File: config.mk
export PLATFORM = sky130hd
export DESIGN_NAME = htd_front
export DESIGN_NICKNAME = d
export VERILOG_FILES = /design/src/hdl/htd_pkg.sv /design/src/hdl/htd_front.sv
export SDC_FILE = /design/constraint.sdc
export NUM_CORES = 1
export LEC_CHECK = 0
export BUFFER_PORTS_ARGS = -buffer_cell sky130_fd_sc_hd__buf_2
export CORE_UTILIZATION = 55
export CTS_CLUSTER_SIZE = 30
export DETAILED_ROUTE_END_ITERATION = 8
export GPL_TIMING_DRIVEN = 0
export MAX_ROUTING_LAYER = met4
export PLACE_DENSITY = 0.92
export SYNTH_ARGS = -nofsm -noshare
export SYNTH_HDL_FRONTEND = slang
export SYNTH_SLANG_ARGS = --single-unit
File: constraint.sdc
create_clock -name aclk -period 4 [get_ports aclk]
set_input_delay 0.4 -clock aclk [delete_from_list [all_inputs] [get_ports aclk]]
set_output_delay 0.4 -clock aclk [all_outputs]
set_load 0.02 [all_outputs]
File: src/hdl/htd_pkg.sv
// Shared constants, types and helpers for the Huffman tree decoder.
package htd_pkg;

    localparam int MAX_NODES    = 512;
    localparam int MAX_CODE_LEN = 16;

    localparam int NODE_W      = $clog2(MAX_NODES);
    localparam int USED_W      = $clog2(MAX_NODES + 1);
    localparam int LEN_W       = $clog2(MAX_CODE_LEN + 1);
    localparam int LEN_IN_W    = 5;
    localparam int SYM_W       = 8;
    localparam int BITS_W      = 16;
    localparam int BITS_IDX_W  = $clog2(BITS_W);
    localparam int BYTE_BITS   = 8;
    localparam int BIT_IDX_W   = $clog2(BYTE_BITS);
    localparam int BIT_CNT_W   = $clog2(BYTE_BITS + 1);
    localparam int SUM_W       = ((USED_W > LEN_W) ? USED_W : LEN_W) + 1;
    localparam int QUEUE_DEPTH = 2;
    localparam int QPTR_W      = $clog2(QUEUE_DEPTH);
    localparam int QCNT_W      = $clog2(QUEUE_DEPTH + 1);

    localparam logic [SYM_W-1:0] END_MARKER  = 8'd129;
    localparam logic [SYM_W-1:0] STAR_SYMBOL = 8'd42;

    typedef logic [NODE_W-1:0] node_t;

    typedef enum logic {
        OP_INSERT = 1'b0,
        OP_DECODE = 1'b1
    } op_t;

    typedef struct packed {
        op_t                  op;
        logic [SYM_W-1:0]     sym;
        logic [BITS_W-1:0]    bits;
        logic [LEN_W-1:0]     len;
        logic [BYTE_BITS-1:0] data;
    } item_t;

    typedef struct packed {
        node_t            left;
        node_t            right;
        logic [SYM_W-1:0] sym;
    } entry_t;

    localparam int ENTRY_W = $bits(entry_t);

    localparam entry_t FRESH_ENTRY = '{left: '0, right: '0, sym: STAR_SYMBOL};

    typedef struct packed {
        logic [SYM_W-1:0] sym;
        logic             eos;
        logic             bad;
    } result_t;

    typedef struct packed {
        result_t res;
        logic    last;
    } out_t;

    typedef struct packed {
        logic stream_ended;
        logic pend_valid;
    } status_t;

    // Code bit at a position; positions past the code word read as zero.
    function automatic logic code_bit(input logic [BITS_W-1:0] bits,
                                      input logic [LEN_W-1:0] pos);
        return (32'(pos) < BITS_W) ? bits[BITS_IDX_W'(pos)] : 1'b0;
    endfunction

endpackage

File: src/hdl/htd_front.sv
// Front end: accepts input words, classifies them and queues them for the back end.
module htd_front
    import htd_pkg::*;
(
    input  logic                 aclk,
    input  logic                 aresetn,
    input  logic                 s_valid,
    output logic                 s_ready,
    input  logic                 s_action,
    input  logic [SYM_W-1:0]     s_symbol,
    input  logic [BITS_W-1:0]    s_code_bits,
    input  logic [LEN_IN_W-1:0]  s_code_length,
    input  logic [BYTE_BITS-1:0] s_data_byte,
    output logic                 q_valid,
    output item_t                q_item,
    input  logic                 q_pop
);

    item_t              slot_reg [QUEUE_DEPTH];
    logic [QPTR_W-1:0]  wr_ptr_reg, wr_ptr_next;
    logic [QPTR_W-1:0]  rd_ptr_reg, rd_ptr_next;
    logic [QCNT_W-1:0]  count_reg, count_next;
    item_t              in_item;
    logic               push, pop;

    // Saturate long codes here so the back end sees only legal lengths.
    always_comb begin
        in_item.op   = s_action ? OP_DECODE : OP_INSERT;
        in_item.sym  = s_symbol;
        in_item.bits = s_code_bits;
        in_item.len  = (32'(s_code_length) > MAX_CODE_LEN) ? LEN_W'(MAX_CODE_LEN)
                                                          : LEN_W'(s_code_length);
        in_item.data = s_data_byte;
    end

    assign s_ready = (count_reg != QCNT_W'(QUEUE_DEPTH));
    assign q_valid = (count_reg != '0);
    assign q_item  = slot_reg[rd_ptr_reg];
    assign push    = s_valid && s_ready;
    assign pop     = q_pop && q_valid;

    always_comb begin
        wr_ptr_next = wr_ptr_reg;
        rd_ptr_next = rd_ptr_reg;
        count_next  = count_reg;
        if (push) begin
            wr_ptr_next = (wr_ptr_reg == QPTR_W'(QUEUE_DEPTH - 1)) ? '0
                                                                    : wr_ptr_reg + 1'b1;
        end
        if (pop) begin
            rd_ptr_next = (rd_ptr_reg == QPTR_W'(QUEUE_DEPTH - 1)) ? '0
                                                                    : rd_ptr_reg + 1'b1;
        end
        if (push && !pop) begin
            count_next = count_reg + 1'b1;
        end else if (pop && !push) begin
            count_next = count_reg - 1'b1;
        end
    end

    always_ff @(posedge aclk) begin
        if (!aresetn) begin
            wr_ptr_reg <= '0;
            rd_ptr_reg <= '0;
            count_reg  <= '0;
        end else begin
            wr_ptr_reg <= wr_ptr_next;
            rd_ptr_reg <= rd_ptr_next;
            count_reg  <= count_next;
        end
    end

    always_ff @(posedge aclk) begin
        if (push) begin
            slot_reg[wr_ptr_reg] <= in_item;
        end
    end

endmodule

Yosys cells after proc, flatten, opt, wreduce, memory -nomap -nowiden --
Memory sizes are Yosys's and may differ from the RTL's. A register that Yosys moved wholly into a read port is not among the register bits. Cells that the tools add are included.
Storage, ports and cells: memories kept 1, output and inout port bits 40, RAM bits 76, register bits after elaboration 4, word-level logic and storage cells 28
Memory list:
- slot_reg | depth 2, width 38, read ports 1, clocked after Yosys merged registers in 1, wr ports 1, RTL line htd_front.sv:19 | item_t slot_reg [QUEUE_DEPTH];
Cells by class: add/subtract/negate cells 4, equality and inequality tests 1, $lt $le $gt $ge 1, muxes and demuxes 10, reduce and logical (&&, ||, !) cells 8
Operators by type and width (count):
- $mux 1 | 7
- $gt 5x5->1 const B | 1
- $mux 5 | 1
- $logic_and 1x1->1 | 4
- $mux 2 | 2
- $reduce_bool 2->1 | 2
- $add 1x1->1 const B | 2
- $add 2x1->2 const B | 1
- $logic_not 1->1 | 2
- $ne 2x2->1 const B | 1
- $sub 2x1->2 const B | 1

Longest topological paths before layout --
depth after elaboration 6, gate-level depth with buffers 6, depth with buffers taken out 6

Worst setup path before layout --
No wires, ideal clock.
path type register to register, start point register count_reg[0], end point memory slot_reg[1][0] in the netlist's numbering, enable pin, buffers on the path 0, slack 2.030 ns, cell stages (with the launch flop) 3, library setup time 0.399 ns, data arrival time 1.571 ns, data required time 3.601 ns, cell sequence dfxtp_1 -> nand2b_4 -> and3_1
On the way: cells in the longest elaborated chain, start to end 4
RTL lines:
- start: declaration | RTL line htd_front.sv:22 | logic [QCNT_W-1:0] count_reg, count_next;
- start signal: assignment | RTL line htd_front.sv:69 | count_reg <= count_next;
- $ne 2x2->1 | RTL line htd_front.sv:36 | assign s_ready = (count_reg != QCNT_W'(QUEUE_DEPTH));
- via s_ready | RTL line htd_front.sv:8 | output logic s_ready,
- $logic_and 1x1->1 | RTL line htd_front.sv:39 | assign push = s_valid && s_ready;
- $mux 1 | RTL line htd_front.sv:74 | if (push) begin
- $mux 1 (implied by the code) | RTL line htd_front.sv:75 | slot_reg[wr_ptr_reg] <= in_item;
- end: declaration | RTL line htd_front.sv:19
The timed path passes the listed nets, and every way through them passes these cells.

==> results.ini <==
[cts]
ctsResizeCount = 0
cts_sinks = 81
clk_latency_ns = 0.35
cts-hold-fix-buffers = 0
cts_tree = built
cts_root_buf = clkbuf_8
cts_buffer_depth = 2
post-cts-setup-buffers = 0
numCtsBuffers = 9
cts.htree.levels = 3
path_clk_slew_ns = 0.08

[detailed_routing]
highest_layer = met4
vias = 1562
drt-vias-per-instance = 4.97
drt_iter0_drc = 89
firstDrtPassIters = 4
wl_met2_um = 2570
wl_met1_um = 1950
drc = 0
routed_wl_um = 4810
ant_nets = 0
wl_met3_um = 270
route.detailed.wl_per_inst_um = 15.3

[cells_and_area]
nNetsFinal = 282
most-common-layout-cells = buf_2, edfxtp_1, mux2_2, clkbuf_8, dfxtp_1
drive_gt1_frac = 0.590
diodes = 0
layout_commonest_cell = buf_2
largest_reg_flops = 76
syn_to_final_growth_pct = 22.9
fillers = 335
final_util = 0.715
final_area_um2 = 3700

[setup_path]
critPathArrivalTime_ns = 1.60
worst-path-max-fanout = 10
r2r_start = count_reg[0]
endpoint_kind = output port
required_ns = 3.60
cp-start-kind = register
worstSetupPathType = reg -> out
timing.rr.end = slot_reg[1][26]
ff2ff_path_depth = 2
r2r_slack_ns = 2.23

[sta]
slew_headroom = 0.414
setup_viol = 0
skew_ns = 0.00870
period_minus_slack_ns = 2.00
hold_violations = 0
hold_ws_ns = 0.240
post-route-period-util = 0.499
worstMarginPinSlew_ns = 0.879
rsz0062_at_grt = no
max_freq_mhz = 501
setup_tns_ns = 0
maxSlewViolCount = 0

[grt]
grt_max_degree = 39
antenna_found_initial = 0
grt_usage = 0.185
grt_pass1_wl_um = 7640
overflow = 0
first_global_vias = 1581

[worst_hold_path]
whs_endpoint = slot_reg[0][37]
hold_path_class = in -> reg
min_from = s_action
hold_path_depth = 1

[yosys]
mappedNetlistArea_um2 = 3010
synth_compound_area_frac = 0.0116
synth.distinct_cells = 22
synth_xor_area_frac = 0.00873
synth-simple-area-share = 0.0299
synth_top_family_by_area = multiplexers
synth.area.mux_share = 0.142
syn_inst = 147
synth-seq-cells = 81
synth_adder_area_share = 0.00416
yosys_warnings = 0
syn_nets = 190
ys_seq_area_frac = 0.792
syn_avg_cell_area_um2 = 20.5

[power_and_ir_drop]
p_total_w = 0.00235
leakagePower_nw = 1.39
p_per_area_nw_per_um2 = 636
ir_drop_mv = 0.525

[floorplanning]
core-area_um2 = 5170
die_h_um = 76.0
num_rows = 26
die_area_um2 = 5770
die_w_um = 76.0
ios = 82
start_util = 0.582

[placement]
gp_congestion = 0.676
port_buffers = 81
post-dp-hpwl_um = 3060
placedInstanceArea_um2 = 3500

[run]
maxCapViolCount = 0

[outcome]
status = finished, final reports clean

[cells in the mapped netlist]
library cell,count,area [µm²]
a21bo_2,1,10.0
a21boi_0,1,7.51
a21boi_1,1,7.51
and2_1,4,25.0
and3_1,1,6.26
buf_2,1,5.00
buf_4,3,22.5
clkbuf_1,1,3.75
dfxtp_1,5,100
edfxtp_1,76,2280
ha_1,1,12.5
inv_1,1,3.75
mux2_2,38,428
nand2b_4,1,13.8
nand3b_1,1,7.51
nor2b_1,4,25.0
o21ai_0,1,5.00
o21ai_1,1,5.00
or2_2,1,6.26
or3_1,1,6.26
xnor2_1,2,17.5
xor2_1,1,8.76
[power breakdown]
part / internal, W / switching (W)
clock network: 0.000287 / 0.000285
logic: 0.000289 / 0.000393
registers: 0.00106 / 0.0000373
total: 0.00164 / 0.000716
[cell families after synthesis]
| group | after synthesis |
|---|---|
| flip-flops | 81 |
| buffers and inverters | 6 |
| XOR/XNOR | 3 |
| AO/OA/AOI/OAI | 5 |
| multiplexers | 38 |
| AND/OR/NAND/NOR | 13 |
| adder cells (fa/ha/maj) | 1 |
[per-layer routing]
layer / GRT usage / up-vias
li1: - / 752
met1: 0.205 / 753
met2: 0.315 / 55
met3: 0.0735 / 2
met4: 0.0404 / 0
met5: - / -
[worst max-delay path by stage]
stage	startpoint	to	slack, ns	cells after the start
after floorplan	count_reg[0]	slot_reg[1][0]	2.03	2
after global placement	count_reg[0]	slot_reg[1][4]	1.63	2
after detailed placement	count_reg[0]	slot_reg[1][14]	2.21	2
after CTS	register	q_item[8]	1.98	4
after global routing	register	q_item[8]	1.91	4
final	register	q_item[8]	2.00	4
[final cells by class]
cell class	instances	area (µm²)	share of cell area
plain buffers	5	31.3	0.00846
clock buffers	9	124	0.0335
clock inverters	7	71.3	0.0193
inverters	1	3.75	0.00101
multi-input cells	60	593	0.160
flip-flops and latches	81	2380	0.644
well taps	70	87.6	0.0237
repair buffers	81	405	0.110
[per-stage QoR]
| step | setup WS, ns | std cells |
|---|---|---|
| 2_1_floorplan | 2.03 | 147 |
| 3_3_place_gp | 1.63 | 298 |
| 3_5_place_dp | 2.21 | 298 |
| 4_1_cts | 1.98 | 314 |
| 5_1_grt | 1.91 | 314 |
| 6_report | 2.00 | 314 |
[worst max-delay path, cell delays in order, from the launching register on]
cell     delay, ns
dfxtp_1       0.33
buf_4         0.19
buf_4         0.21
mux2_2        0.36
buf_2         0.17
Power figures use the tool's default switching activity.
